$ cat src/rtl/assert_macros.svh
// ----------------------------------------------------------------------------
// Assertion macros
// Shared concurrent assertion wrappers, sampled on clk, disabled in rst.
// ----------------------------------------------------------------------------
`ifndef ASSERT_MACROS_SVH
`define ASSERT_MACROS_SVH

// property must hold at every clock edge outside reset
`define DPT_ASSERT(lbl, prop) \
  lbl: assert property (@(posedge clk) disable iff (rst) prop) \
    else $error("assertion failed");

// condition must never be true outside reset
`define DPT_ASSERT_NEVER(lbl, cond) \
  lbl: assert property (@(posedge clk) disable iff (rst) !(cond)) \
    else $error("forbidden condition seen");

`endif

$ cat src/rtl/dpt_pkg.sv
// ----------------------------------------------------------------------------
// dpt_pkg
// Types, codes and sizes shared by the debounced pulse timer.
// ----------------------------------------------------------------------------
`default_nettype none

package dpt_pkg;

  localparam int TIMER_BITS = 32;
  localparam int CMP_W      = (TIMER_BITS > 32) ? TIMER_BITS : 32;

  localparam logic [1:0] CMD_NONE   = 2'd0;
  localparam logic [1:0] CMD_PULSE  = 2'd1;
  localparam logic [1:0] CMD_WAIT   = 2'd2;
  localparam logic [1:0] CMD_CANCEL = 2'd3;

  localparam logic [1:0] ST_OK      = 2'd0;
  localparam logic [1:0] ST_TIMEOUT = 2'd1;
  localparam logic [1:0] ST_THERE   = 2'd2;

  localparam logic [1:0] REG_STABLE_TICKS = 2'd0;
  localparam logic [1:0] REG_WAIT_LIMIT   = 2'd1;
  localparam logic [1:0] REG_MAX_PULSE    = 2'd2;

  localparam logic [15:0] STABLE_TICKS_RST = 16'd20;

  typedef enum logic [2:0] {
    PH_IDLE = 3'b001,
    PH_WAIT = 3'b010,
    PH_MEAS = 3'b100
  } phase_t;

  typedef struct packed {
    logic                  prev_raw;
    logic                  stable_value;
    logic [15:0]           settle_count;
    phase_t                phase;
    logic [TIMER_BITS-1:0] phase_timer;
    logic                  is_pulse_op;
  } state_t;

  typedef struct packed {
    logic [15:0] stable_ticks;
    logic [31:0] wait_limit;
    logic [31:0] max_pulse;
  } cfg_t;

  typedef struct packed {
    logic        stable_level;
    logic        toggled;
    logic        busy_res;
    logic        op_done;
    logic [1:0]  op_status;
    logic [31:0] elapsed_ticks;
  } result_t;

endpackage

`default_nettype wire

$ cat src/rtl/dpt_step.sv
// ----------------------------------------------------------------------------
// dpt_step
// One tick of debounce plus command sequencing: next state and result.
// ----------------------------------------------------------------------------
`default_nettype none

module dpt_step import dpt_pkg::*; (
  input  var state_t  cur,
  input  var cfg_t    cfg,
  input  wire         pin_level,
  input  wire [1:0]   command,
  input  wire         target_level,
  output state_t      nxt,
  output result_t     res
);

  logic [15:0]           settle_next;
  logic                  tog;
  logic [TIMER_BITS-1:0] timer_inc;
  logic [CMP_W-1:0]      timer_ext;
  logic [CMP_W-1:0]      len;
  logic                  done;
  logic [1:0]            status;

  always_comb begin
    nxt = cur;
    tog = 1'b0;
    done = 1'b0;
    status = ST_OK;
    len = '0;

    if (pin_level != cur.prev_raw) begin
      settle_next = '0;
    end else if (cur.settle_count != '1) begin
      settle_next = cur.settle_count + 16'd1;
    end else begin
      settle_next = cur.settle_count;
    end
    nxt.settle_count = settle_next;
    nxt.prev_raw = pin_level;
    if (settle_next > cfg.stable_ticks && pin_level != cur.stable_value) begin
      nxt.stable_value = pin_level;
      tog = 1'b1;
    end

    timer_inc = (cur.phase_timer == '1) ? cur.phase_timer : cur.phase_timer + 1'b1;
    timer_ext = CMP_W'(timer_inc);

    unique case (cur.phase)
      PH_WAIT, PH_MEAS: begin
        if (command == CMD_CANCEL) begin
          nxt.phase = PH_IDLE;
          nxt.phase_timer = '0;
        end else begin
          nxt.phase_timer = timer_inc;
          if (cur.phase == PH_WAIT) begin
            if (tog) begin
              if (cur.is_pulse_op) begin
                nxt.phase = PH_MEAS;
                nxt.phase_timer = '0;
              end else begin
                done = 1'b1;
                len = timer_ext;
              end
            end else if (cfg.wait_limit != '0 && timer_ext > CMP_W'(cfg.wait_limit)) begin
              done = 1'b1;
              status = ST_TIMEOUT;
              len = cur.is_pulse_op ? '0 : timer_ext;
            end
          end else begin
            if (tog) begin
              done = 1'b1;
              len = timer_ext;
            end else if (cfg.max_pulse != '0 && timer_ext > CMP_W'(cfg.max_pulse)) begin
              done = 1'b1;
              status = ST_TIMEOUT;
            end
          end
          if (done) begin
            nxt.phase = PH_IDLE;
            nxt.phase_timer = '0;
          end
        end
      end
      default: begin
        nxt.phase = PH_IDLE;
        if (command == CMD_PULSE) begin
          nxt.phase = PH_WAIT;
          nxt.is_pulse_op = 1'b1;
          nxt.phase_timer = '0;
        end else if (command == CMD_WAIT) begin
          if (nxt.stable_value == target_level) begin
            done = 1'b1;
            status = ST_THERE;
          end else begin
            nxt.phase = PH_WAIT;
            nxt.is_pulse_op = 1'b0;
            nxt.phase_timer = '0;
          end
        end
      end
    endcase

    res.stable_level = nxt.stable_value;
    res.toggled = tog;
    res.busy_res = (nxt.phase != PH_IDLE);
    res.op_done = done;
    res.op_status = status;
    res.elapsed_ticks = (len > CMP_W'(32'hFFFF_FFFF)) ? 32'hFFFF_FFFF : len[31:0];
  end

endmodule

`default_nettype wire

$ cat src/rtl/debounced_pulse_timer.sv
// Result: a request's result is registered and shows in the cycle after it is accepted.
// Throughput: one request per cycle; the one-tick step logic sits between the
// state registers and the result register; a result held by a stalled consumer
// holds off new requests until it is taken.
// Reset: synchronous rst returns debounce and command state to zero/idle and the
// registers to stable_ticks 20, wait limit 0, max_pulse 0; no request is taken in reset.
// ----------------------------------------------------------------------------
// debounced_pulse_timer
// Debounced pin sampler with pulse-width and wait-for-level timing per tick.
// ----------------------------------------------------------------------------
`default_nettype none

module debounced_pulse_timer import dpt_pkg::*; (
  input  wire        clk,
  input  wire        rst,
  input  wire        in_valid,
  output logic       in_ready,
  input  wire        pin_level,
  input  wire [1:0]  command,
  input  wire        target_level,
  output logic       out_valid,
  input  wire        out_ready,
  output logic       stable_level,
  output logic       toggled,
  output logic       busy_res,
  output logic       op_done,
  output logic [1:0] op_status,
  output logic [31:0] elapsed_ticks,
  input  wire        cfg_valid,
  output logic       cfg_ready,
  input  wire [1:0]  cfg_index,
  input  wire [31:0] cfg_data
);

`include "assert_macros.svh"

  state_t  state;
  state_t  state_next;
  cfg_t    cfg;
  result_t res_next;
  result_t res;
  logic    in_fire;

  assign in_ready  = !rst && (!out_valid || out_ready);
  assign in_fire   = in_valid && in_ready;
  assign cfg_ready = !rst;

  dpt_step u_step (
    .cur          (state),
    .cfg          (cfg),
    .pin_level    (pin_level),
    .command      (command),
    .target_level (target_level),
    .nxt          (state_next),
    .res          (res_next)
  );

  always_ff @(posedge clk) begin
    if (rst) begin
      cfg.stable_ticks <= STABLE_TICKS_RST;
      cfg.wait_limit <= '0;
      cfg.max_pulse <= '0;
    end else if (cfg_valid && cfg_ready) begin
      unique case (cfg_index)
        REG_STABLE_TICKS: cfg.stable_ticks <= cfg_data[15:0];
        REG_WAIT_LIMIT:   cfg.wait_limit <= cfg_data;
        REG_MAX_PULSE:    cfg.max_pulse <= cfg_data;
        default: ;
      endcase
    end
  end

  always_ff @(posedge clk) begin
    if (rst) begin
      state.prev_raw <= 1'b0;
      state.stable_value <= 1'b0;
      state.settle_count <= '0;
      state.phase <= PH_IDLE;
      state.phase_timer <= '0;
      state.is_pulse_op <= 1'b0;
      out_valid <= 1'b0;
    end else if (in_fire) begin
      state <= state_next;
      out_valid <= 1'b1;
    end else if (out_ready) begin
      out_valid <= 1'b0;
    end
  end

  always_ff @(posedge clk) begin
    if (in_fire) begin
      res <= res_next;
    end
  end

  assign stable_level  = res.stable_level;
  assign toggled       = res.toggled;
  assign busy_res      = res.busy_res;
  assign op_done       = res.op_done;
  assign op_status     = res.op_status;
  assign elapsed_ticks = res.elapsed_ticks;

  `DPT_ASSERT(a_done_not_busy, out_valid && op_done |-> !busy_res)
  `DPT_ASSERT(a_idle_result_quiet,
              out_valid && !op_done |-> op_status == ST_OK && elapsed_ticks == '0)
  `DPT_ASSERT(a_idle_timer_clear, state.phase == PH_IDLE |-> state.phase_timer == '0)
  `DPT_ASSERT(a_busy_tracks_phase,
              $past(in_fire) |-> busy_res == (state.phase != PH_IDLE))
  `DPT_ASSERT_NEVER(a_toggle_no_change,
                    $past(in_fire) && toggled && $stable(state.stable_value))

endmodule

`default_nettype wire

$ cat config.mk
export PLATFORM = sky130hd
export DESIGN_NAME = debounced_pulse_timer
export DESIGN_NICKNAME = d
export VERILOG_FILES = /design/src/rtl/dpt_pkg.sv /design/src/rtl/dpt_step.sv /design/src/rtl/debounced_pulse_timer.sv
export VERILOG_INCLUDE_DIRS = /design/src /design/src/rtl
export SDC_FILE = /design/constraint.sdc
export NUM_CORES = 1
export LEC_CHECK = 0
export BUFFER_PORTS_ARGS = -buffer_cell sky130_fd_sc_hd__buf_4
export CORE_UTILIZATION = 60
export DETAILED_ROUTE_END_ITERATION = 12
export PLACE_DENSITY_LB_ADDON = 0.2
export SLEW_MARGIN = 20
export SYNTH_ARGS = -nofsm -noshare
export SYNTH_HDL_FRONTEND = slang
export SYNTH_SLANG_ARGS = --single-unit
$ cat constraint.sdc
create_clock -name clk -period 5.8 [get_ports clk]
set_input_delay 0.29 -clock clk [delete_from_list [all_inputs] [get_ports clk]]
set_output_delay 0.29 -clock clk [all_outputs]
set_load 0.1 [all_outputs]
# Word-level counts from Yosys, hierarchy flattened
# Index checks and enable logic that the tools add are counted.
[totals]
register_bits = 173
output_inout_bits = 41
[classes]
addsub = 2
n_lt_le_gt_ge = 4
n_eq_ne = 15
muxes = 46
n_bitwise = 1
n_reduce_logical = 21
[op_table]
columns = ["cell", "n"]
rows = [
  ["$mux W32", 8],
  ["$mux W35", 7],
  ["$mux W36", 2],
  ["$gt A32 B32 Y1", 2],
  ["$reduce_bool A32 Y1", 2],
  ["$add A32 B1 Y32 const B", 1],
  ["$eq A32 B32 Y1 const B", 1],
  ["$gt A32 B32 Y1 const B", 1],
  ["$mux W16", 2],
  ["$mux W1", 19],
  ["$add A16 B1 Y16 const B", 1],
  ["$gt A16 B16 Y1", 1],
  ["$mux W2", 8],
  ["$ne A16 B16 Y1 const B", 1],
  ["$eq A2 B2 Y1 const B", 3],
  ["$logic_and A1 B1 Y1", 6],
  ["$reduce_and A2 Y1", 3],
  ["$eq A2 B1 Y1 const B", 2],
  ["$reduce_and A4 Y1", 1],
  ["$reduce_bool A2 Y1", 2],
  ["$eq A3 B2 Y1 const B", 1],
  ["$eq A3 B3 Y1 const B", 1],
  ["$ne A3 B1 Y1 const B", 1],
  ["$ne A3 B2 Y1 const B", 1],
  ["10 further kinds", 12],
]

# Logic depth before layout (Yosys ltp)
# Gate-level depths: netlist (run 1).
[depth]
depth_word = 14
mapped_depth = 19
mapped_depth_nobuf = 17

# By module
# Synthesis (run 1) repeated with hierarchy kept, for this count alone.
[unflattened]
cells_unflattened = 1331
area_unflattened_um2 = 10555.1
[modules_own_cells]
columns = ["module", "instances", "cells_each", "area_each_um2"]
rows = [
  ["debounced_pulse_timer", 1, 631, 6109.6],
  ["dpt_step", 1, 700, 4445.5],
]

# Least setup slack after synthesis (run 1)
# Ideal clock, no wire load.
[synth_path]
path_type = "reg-to-reg"
from = "register state[1] (netlist bit)"
to = "register res, in the netlist elapsed_ticks[0] (data pin)"
setup_ns = 0.266
arrival_ns = 3.822
required_ns = 5.534
slack_ns = 1.712
path_stages_with_launch = 19
path_cell_list = "dfxtp_1 ha_1 nand3_1 nor4_4 nand2_1 nand2_1 nor2_1 xnor2_1 inv_1 ha_1 a21oi_1 nand2_1 a221o_1 o311a_1 o21ai_4 nand2_1 nand3_1 clkbuf_1 nor2_1"
[synth_via]
elab_chain_len = 10
elab_cells_between_ends = 13
cone_classes = "add/sub (1); order compare (2); eq/ne (1); mux (8); reduce/logical (1)"
[synth_lines]
columns = ["element", "line", "source"]
rows = [
  ["start, declared", "debounced_pulse_timer.sv:37", "state_t state;"],
  ["start signal, assigned", "debounced_pulse_timer.sv:83", "state <= state_next;"],
  ["$add A32 B1 Y32 / $eq A32 B32 Y1 (equally long branches)", "dpt_step.sv:46", "timer_inc = (cur.phase_timer == '1) ? cur.phase_timer : cur.phase_timer + 1'b1;"],
  ["$mux W32 *", "dpt_step.sv:46", ""],
  ["$gt A32 B32 Y1", "dpt_step.sv:65", "end else if (cfg.wait_limit != '0 && timer_ext > CMP_W'(cfg.wait_limit)) begin"],
  ["$logic_and A1 B1 Y1", "dpt_step.sv:65", ""],
  ["$mux W32", "dpt_step.sv:65", ""],
  ["$mux W32", "dpt_step.sv:57", "if (tog) begin"],
  ["$mux W32 *", "dpt_step.sv:56", "if (cur.phase == PH_WAIT) begin"],
  ["$mux W32 *", "dpt_step.sv:51", "if (command == CMD_CANCEL) begin"],
  ["$mux W32 *", "dpt_step.sv:49", "unique case (cur.phase)"],
  ["net u_step.len[0]", "dpt_step.sv:21", "logic [CMP_W-1:0] len;"],
  ["$gt A32 B32 Y1", "dpt_step.sv:109", "res.elapsed_ticks = (len > CMP_W'(32'hFFFF_FFFF)) ? 32'hFFFF_FFFF : len[31:0];"],
  ["end signal, assigned", "debounced_pulse_timer.sv:92", "res <= res_next;"],
  ["end, declared", "debounced_pulse_timer.sv:41", "result_t res;"],
]
# The timed path passes the listed nets; every way through them passes the cells marked *.
# A chain may end at the register's enable or synchronous reset.

# Worst setup path in the final report (run 1)
[layout_path]
from = "register state[1] (netlist bit)"
to = "register state[27] (netlist bit)"
[layout_via]
elab_chain_len = 12
elab_cells_between_ends = 20
cone_classes = "add/sub (1); order compare (2); eq/ne (1); mux (14); reduce/logical (2)"
[layout_lines]
columns = ["element", "line", "source"]
rows = [
  ["$add A32 B1 Y32 / $eq A32 B32 Y1 (equally long branches)", "dpt_step.sv:46", ""],
  ["$mux W32 *", "dpt_step.sv:46", ""],
  ["$gt A32 B32 Y1, on equally long branches", "dpt_step.sv:74, dpt_step.sv:65", ""],
  ["$logic_and A1 B1 Y1, on equally long branches", "dpt_step.sv:74, dpt_step.sv:65", ""],
  ["$mux W1, on equally long branches", "dpt_step.sv:74, dpt_step.sv:65", ""],
  ["$mux W1, on equally long branches", "dpt_step.sv:71, dpt_step.sv:57", ""],
  ["$mux W1", "dpt_step.sv:56", ""],
  ["$mux W1", "dpt_step.sv:51", ""],
  ["$mux W1", "dpt_step.sv:49", ""],
  ["$mux W35 *", "dpt_step.sv:79", "if (done) begin"],
  ["$mux W35 *", "dpt_step.sv:51", ""],
  ["$mux W35 *", "dpt_step.sv:49", ""],
]
# Every way passes the cells marked *; elsewhere a longest branch is shown, timed or not. The select of a mux whose other input is x is not followed.

==> impl_metrics.toml, run 1 <==
[place]
io_buffers = 83
dp_hpwl_mm = 17.32
gp_congestion = 0.9180
dp_cells = 1429
placedInstanceArea_um2 = 10360

[final_layout]
fin_cells = 1461
fin_area_um2 = 10930
seqCellArea_um2 = 3844
drive_above_1_share_pct = 11.68
diodes = 0
final_common_cell = "nand2_1"
area_growth_pct = 13.83
n_fill_cell = 1253
layout.nets = 1365
mostFrequentLayoutCells = "nand2_1, a21oi_1, dfxtp_1"
multi_input_area_um2 = 5140

[sta]
hold_viol = 0
worst_slew_pin_slew_ps = 1020
rsz0062_at_grt = "no"
setup_viol = 0
fin_skew_ps = 8.252
fin_crit_ps = 5213
slew_violations = 0
max_freq_mhz = 191.8
period_share_pct = 89.88
finalSetupTns_ps = 0
max_slew_margin_pct = 31.78

[detailed_routing]
drc = 0
drt_pass1_iterations = 5
viasPerCell = 5.736
drt_iter0_markers = 693
antenna_left = 0
wl_per_cell_um = 16.19
wl_mm = 23.65
num_vias = 8381

[yosys]
synth-edff-count = 38
ys_warn_count = 0
synth_top_area_share_pct = 28.15
syn-num-nets = 1298
synthArstFlopShare_pct = 0
ys_seq_elements = 173
synthTopCellsByArea = "dfxtp_1, edfxtp_1, ha_1, nand2_1, a21oi_1"
syn-instance-count = 1170
synth_area_per_cell_um2 = 8.206
synth.distinct_cells = 63
syn_area_um2 = 9600
ys_seq_area_share_pct = 40.04
synth_top_area_cell = "dfxtp_1"
synthFlopType = "dfxtp_1"

[die]
dieHeight_um = 128.5
num_rows = 45
start_util_pct = 62.23
core_um2 = 15430
ios = 84
die_w_um = 128.5
die_area_um2 = 16510

[global_routing]
grt_first_pass_wirelength_mm = 38.45
grt_max_degree = 96
grt_pass1_vias = 7587
antenna_found_initial = 0
overflow = 0
grtUsageTotal_pct = 30.00

[clocking]
cts.sinks = 173
post-cts-setup-buffers = 0
numCtsBuffers = 17
postCtsHoldBufs = 0
clk_latency_ps = 440
cts_resized = 0
cts_max_path_buffers = 2
clock-root-buffer = "clkbuf_16"
clk_pin_slew_ps = 70
cts_tree = "built"
h-tree-depth = 4

[setup_path]
crit_fanout = 12
critPathCaptureType = "register"
crit_type = "register to register"
worstPathRequired_ps = 6180
cp-start-kind = "register"
cp.arrival_ps = 5590
cp-startpoint = "state[1]"
timing.rr.start = "state[1]"

[min_path]
hp-start = "rst"
hold_class = "primary input to register"

[pwr]
peakVddDrop_mv = 0.2296
power_density_nw_per_um2 = 244.5
p_leak_nw = 4.320

[run]
maxCapViolations = 0

[run_status]
status = "finished clean"
## cells in the mapped netlist, types with 3 or more instances
library cell / number
nand2_1: 248
a21oi_1: 135
dfxtp_1: 135
inv_1: 109
ha_1: 85
nor2_1: 77
edfxtp_1: 38
clkbuf_1: 37
nand3_1: 30
nand4_1: 27
xnor2_1: 25
nor3_1: 20
o21ai_0: 20
nor4_1: 19
xor2_1: 17
and3_1: 13
o2bb2ai_1: 13
a22o_1: 12
nor2b_1: 9
a21o_1: 8
and4_1: 7
a31oi_1: 6
o211ai_1: 5
a211oi_1: 4
and2_1: 4
buf_6: 4
mux2i_1: 4
nand2b_1: 4
nor3b_1: 4
or3_1: 4
a31o_2: 3
buf_2: 3
or2_2: 3
## per-stage QoR
stage / hold WS, ps / util, % / power [W] / worst slack, ps
detailed placement: 449.4 / 67.15 / 0.001601 / 724.5
global route: 72.31 / 70.84 / 0.002758 / 252.4
finish: 66.91 / 70.84 / 0.002672 / 587.2
floorplan: 410.7 / - / 0.001516 / 1712
CTS: 62.39 / 70.82 / 0.002679 / 670.6
global placement: 443.3 / 67.15 / 0.001597 / 853.0
## cell families (layout without fill, tap and decap cells)
family | Yosys count | count (layout) | share of synthesized area [%]
buffers and inverters | 156 | 236 | 6.503
and+or+nand+nor | 482 | 482 | 23.26
xor gates and xnor gates | 43 | 43 | 4.001
DFF | 173 | 173 | 40.04
AOI/OAI and AO/OA | 227 | 227 | 14.70
muxes | 4 | 4 | 0.4171
adders and majority gates | 85 | 85 | 11.08
## per-layer routing
metal  global-route usage (%)  vias to the layer above  wire length [µm]
met5                        0                        -                 0
li1                         -                     4182                 -
met3                    4.366                       33              1622
met1                    44.14                     3830             11430
met2                    45.25                      336             10190
met4                    9.481                        0               404
## report_power, final
group          total, W  internal (W)  switching, W
Clock           0.00109      0.000617      0.000477
Sequential      0.00127       0.00126     0.0000172
Combinational  0.000305     0.0000852      0.000219
## area by class of cell
cell class	instances	area share [%]
inverter	111	3.813
sequential	173	35.17
multi-input combinational	841	47.03
clock buffer	20	4.179
tap	211	2.416
clock inverter	12	0.9961
timing repair buffer	93	6.389
## sequential cells by signal (all words and copies together), names as in the netlist
signal,flops
op_done,1
stable_level,1
busy_res,1
op_status,2
cfg,80
state,54
out_valid,1
elapsed_ticks,32
toggled,1
## critical path: stages (launching register included)
cell and delay [ps]:
dfxtp_1 370, ha_1 240, nand3_1 200, nor4_4 100
a211oi_1 530, nand3_1 310, nor3_1 290, xnor2_1 220
inv_1 140, ha_1 320, nand4_1 150, nor2_1 70
a221o_1 320, o311a_1 390, o21ai_4 230, nand4_4 190
nor2_1 820, a22o_1 280
## final timing paths
path                                  end  slack (ps)  cells past startpoint
worst max-delay path            state[27]         590                     17
worst min-delay path            state[53]          70                      2
worst max register to register  state[27]         590                     17
worst min register to register    cfg[72]         460                      2
(Power assumes the default switching activity.)
==> inputs of run 2 (changes only) <==
==> constraint.sdc (replaced) <==
create_clock -name clk -period 5.8 [get_ports clk]
set_input_delay 1.16 -clock clk [delete_from_list [all_inputs] [get_ports clk]]
set_output_delay 1.16 -clock clk [all_outputs]
set_load 0.1 [all_outputs]
==> run 2 against run 1 <==
Clock skew grew 1.3 ps. Sequential cell count is the same. Sequential power is essentially flat. Total power grew 0.77%. Setup slack gained 89 ps. Clock-buffer cell count grew 1. Design area grew 0.11%. Via count grew 1.3%. Clock power is essentially flat. Maximum frequency grew 1.7%. First-iteration DRC count grew 1.3%.
==> impl_metrics.toml, run 2 (synthesis results as in run 1) <==
[min_path]
min_to = "cfg[77]"
hold_class = "register to register"
hp-start = "cfg[77]"
min_path_cells = 2

[final_layout]
layout.nets = 1366
n_fill_cell = 1276
largest_reg_flops = 80
final_util_pct = 70.92
top_register = "cfg"
final_common_cell = "nand2_1"
fin_cells = 1462
area_growth_pct = 13.96
drive_above_1_share_pct = 11.75
diodes = 0
mostFrequentLayoutCells = "nand2_1, a21oi_1, dfxtp_1"

[clocking]
numCtsBuffers = 17
cts_tree = "built"
post-cts-setup-buffers = 0
cts_max_path_buffers = 2
h-tree-depth = 4
clk_latency_ps = 440
clk_pin_slew_ps = 70
cts_resized = 0
cts.sinks = 173
clock-root-buffer = "clkbuf_16"
postCtsHoldBufs = 0

[pwr]
combPwrFrac_pct = 11.3
peakVddDrop_mv = 0.2175
p_int_w = 0.001965
pwr-share-clk_pct = 41.4
sw_frac_of_total_pct = 27.03
power_frac_seq_pct = 47.3
p_leak_nw = 4.325
power_density_nw_per_um2 = 246.1
switchingPower_w = 0.0007277

[die]
num_rows = 45
dieHeight_um = 128.5
start_util_pct = 62.23
die_w_um = 128.5
ios = 84
die_area_um2 = 16510
core_um2 = 15430

[global_routing]
overflow = 0
grt_first_pass_wirelength_mm = 37.85
grtUsageTotal_pct = 29.45
grt_pass1_vias = 7509
grt_max_degree = 100
antenna_found_initial = 0

[place]
dp_hpwl_mm = 17.20
post-place-ws_ps = 755.3
io_buffers = 83
gp_congestion = 0.9206
dp_cells = 1430

[detailed_routing]
drc = 0
viasPerCell = 5.804
wl_mm = 23.51
wl_per_cell_um = 16.08
antenna_left = 0
drt_pass1_iterations = 5
drt_iter0_markers = 702
num_vias = 8486

[setup_path]
cpPeakStageDelay_ps = 640
r2r-end = "state[4]"
reg2regPathDepth = 17
cp-start-kind = "register"
cp.arrival_ps = 5510
path_common_cell = "nand2_1"
path_cells = "and4_1 -> nand3_2 -> nor4_4 -> nand2_1 -> nand2_1 -> nor2_1 -> xnor2_1 -> inv_1 -> ha_1 -> a21oi_1 -> nand2_1 -> a221o_1 -> o311a_1 -> o21ai_4 -> nand4b_1 -> nor3_1 -> o22a_1"
ff2ff_setup_slack_ps = 680
crit_type = "register to register"
cp-startpoint = "state[7]"
timing.rr.start = "state[7]"
crit_fanout = 17
critPathCaptureType = "register"
crit_slowest_cell = "nand4b_1"
worstPathRequired_ps = 6180

[sta]
period_share_pct = 88.34
rsz0062_at_grt = "no"
finalSetupTns_ps = 0
setup_viol = 0
layout_setup_ws_ps = 676.3
fin_crit_ps = 5124
slew_violations = 0
hold_viol = 0
max_slew_margin_pct = 31.29
fin_skew_ps = 9.600
worst_slew_pin_slew_ps = 1031
max_freq_mhz = 195.2

[run]
maxCapViolations = 0

[run_status]
status = "finished clean"
==> run 2: how the worst max path moves through the flow <==
stage | slack (ps) | cells past startpoint | to
floorplan | 1710 | 14 | state[12]
global placement | 950 | 17 | state[4]
detailed placement | 760 | 17 | state[22]
CTS | 740 | 17 | state[4]
global route | 300 | 17 | state[4]
finish | 680 | 17 | state[4]
==> run 2: cell type report <==
type	instances	area [µm²]	share of cell area (%)
Tap cell	211	264.0	2.413
Sequential cell	173	3844	35.13
Clock buffer	21	464.2	4.243
Multi-Input combinational cell	841	5140	46.98
Timing Repair Buffer	94	705.7	6.450
Inverter	111	416.7	3.808
Clock inverter	11	106.4	0.9721
==> run 2: power by group through the flow <==
stage / Combinational (W) / Sequential [W] / Clock [W]
5_1_grt: 0.000326 / 0.00128 / 0.00117
4_1_cts: 0.000304 / 0.00127 / 0.00112
6_report: 0.000305 / 0.00127 / 0.00111
2_1_floorplan: 0.000131 / 0.00138 / 0
3_3_place_gp: 0.000299 / 0.00130 / 0
3_5_place_dp: 0.000302 / 0.00130 / 0
==> run 2: critical path: cells and delay by family, from the launching register on <==
family | cells | cell delay, ps
AOI/OAI and AO/OA | 5 | 1290
xor gates and xnor gates | 1 | 270
adders and majority gates | 1 | 320
buffers and inverters | 1 | 110
DFF | 1 | 420
and+or+nand+nor | 9 | 2650
==> run 2: metrics by stage <==
| stage | total power (W) | hold WS [ps] | instance area, µm² |
|---|---|---|---|
| floorplan | 0.001516 | 436.3 | 9600 |
| CTS | 0.002694 | 458.5 | 10940 |
| global placement | 0.001597 | 443.8 | 10370 |
| global route | 0.002774 | 482.9 | 10940 |
| detailed placement | 0.001601 | 449.4 | 10370 |
| finish | 0.002692 | 457.6 | 10940 |
==> run 2: layer usage <==
metal  part of all wire [%]  routed length [µm]  vias to the layer above  global-route usage (%)
met5                      0                   0                        -                       0
met3                    8.0                1870                       25                   4.823
met2                     42                9943                      348                   43.02
li1                       -                   -                     4181                       -
met4                    1.4                 329                        0                   8.651
met1                     48               11370                     3932                   44.42
==> inputs of run 3 (changes only) <==
==> constraint.sdc (replaced) <==
create_clock -name clk -period 5.8 [get_ports clk]
set_input_delay 0 -clock clk [delete_from_list [all_inputs] [get_ports clk]]
set_output_delay 0 -clock clk [all_outputs]
set_load 0.1 [all_outputs]
==> run 3 against run 2 <==
Via count increased by 1.9%. Sequential cell count unchanged. Clock-buffer cell count increased by 5. Highest routed layer unchanged. Wire length increased by 3.5%. Die area unchanged. Largest power group unchanged. Largest cell class unchanged. Critical endpoint is now state[25]. Setup slack got worse by 27 ps.
==> impl_metrics.toml, run 3 (synthesis results as in run 1) <==
[final_layout]
final_util_pct = 73.38
mostFrequentLayoutCells = "nand2_1, a21oi_1, dfxtp_1"
area_growth_pct = 17.92
largest_reg_flops = 80
layout.nets = 1402
final_common_cell = "nand2_1"
n_fill_cell = 1235
top_register = "cfg"
diodes = 0
drive_above_1_share_pct = 11.11

[detailed_routing]
drt_pass1_iterations = 7
antenna_left = 0
drt_iter0_markers = 833
wl_mm = 24.33
viasPerCell = 5.772
drc = 0
wl_per_cell_um = 16.24
num_vias = 8647

[setup_path]
cp-startpoint = "state[1]"
cpPeakStageDelay_ps = 750
ff2ff_setup_slack_ps = 650
crit_slowest_cell = "nor2_1"
critPathCaptureType = "register"
crit_type = "register to register"
cp-start-kind = "register"
timing.rr.start = "state[1]"
crit_fanout = 12
r2r-end = "state[25]"
cp.arrival_ps = 5530
crit_end = "state[25]"
path_cells = "ha_1 -> nand3_1 -> nor4_4 -> a211oi_1 -> nand3_1 -> nor3_1 -> xnor2_1 -> inv_1 -> ha_1 -> nand4_1 -> nor2_1 -> a221o_1 -> o311a_1 -> o21ai_4 -> nand4_4 -> nor2_1 -> a22o_1"
reg2regPathDepth = 17
worstPathRequired_ps = 6180

[die]
die_w_um = 128.5
ios = 84
num_rows = 45
die_area_um2 = 16510
dieHeight_um = 128.5
start_util_pct = 62.23
core_um2 = 15430

[place]
gp_congestion = 0.9190
dp_hpwl_mm = 17.05
post-place-ws_ps = 771.4
io_buffers = 83

[sta]
max_freq_mhz = 194.1
layout_setup_ws_ps = 649.1
fin_skew_ps = 9.090
rsz0062_at_grt = "no"
worst_slew_pin_slew_ps = 1015
period_share_pct = 88.81
max_slew_margin_pct = 32.32
slew_violations = 0
finalSetupTns_ps = 0
fin_crit_ps = 5151
setup_viol = 0
hold_viol = 0

[pwr]
power_density_nw_per_um2 = 240.8
total_power_w = 0.002726
p_leak_nw = 4.482
peakVddDrop_mv = 0.1847

[clocking]
numCtsBuffers = 17
h-tree-depth = 4
cts.sinks = 173
cts_max_path_buffers = 2
clk_latency_ps = 440
clock-root-buffer = "clkbuf_16"
clk_pin_slew_ps = 70
cts_tree = "built"
post-cts-setup-buffers = 0

[global_routing]
grtUsageTotal_pct = 30.71
grt_first_pass_wirelength_mm = 39.48
grt_max_degree = 97
grt_pass1_vias = 7958
overflow = 0
antenna_found_initial = 0

[run_status]
status = "finished clean"

[min_path]
hold_class = "primary input to register"

[run]
maxCapViolations = 0
## run 3: how the worst min path moves through the flow
stage                  from         to  slack [ps]  cells past startpoint
6_report       target_level   state[0]          50                      4
5_1_grt        target_level   state[0]          80                      4
2_1_floorplan      in_valid  out_valid         120                      2
4_1_cts        target_level   state[0]          40                      4
3_3_place_gp            rst  state[53]         210                      2
3_5_place_dp            rst  out_valid         220                      2
## run 3: final cells by class
cell class / instances / area (µm²) / share of cell area (%)
clock buffers: 26 / 543.0 / 4.797
clock inverters: 6 / 45.04 / 0.3979
inverters: 111 / 416.7 / 3.680
multi-input cells: 841 / 5140 / 45.40
flip-flops and latches: 173 / 3844 / 33.95
well taps: 211 / 264.0 / 2.332
repair buffers: 130 / 1069 / 9.438
## run 3: critical path, delay by kind of cell, from the launching register on
kind                       cells  cell delay, ps
AOI/OAI and AO/OA              5            1710
xor gates and xnor gates       1             230
adders and majority gates      2             570
buffers and inverters          1             140
DFF                            1             360
and+or+nand+nor                8            2070
## run 3: what timing repair did
| action | in CTS | in global routing |
|---|---|---|
| gates resized for setup | 0 | 0 |
| endpoints found under the hold margin | 84 | 0 |
| hold buffers | 37 | 0 |
| setup endpoints to repair | 0 | 0 |
## run 3: power by group
| group | switching [W] | leakage, nW | internal (W) |
|---|---|---|---|
| clock | 0.000476 | 0.287 | 0.000650 |
| sequential | 0.0000170 | 1.43 | 0.00126 |
| combinational | 0.000225 | 2.76 | 0.000101 |
| total | 0.000718 | 4.48 | 0.00201 |
## run 3: stage by stage
stage,hold WS [ps],area (µm²),instances
floorplan,120.7,9600,1170
global placement,213.2,10360,1429
detailed placement,220.5,10360,1429
CTS,39.35,11320,1498
global route,78.21,11320,1498
finish,46.27,11320,1498
## run 3: per-layer routing
metal	part of all wire, %	vias up	global-route usage [%]
li1	-	4257	-
met5	0	-	0
met1	48	3996	44.83
met4	1.6	0	9.827
met3	7.1	43	4.657
met2	43	351	46.55
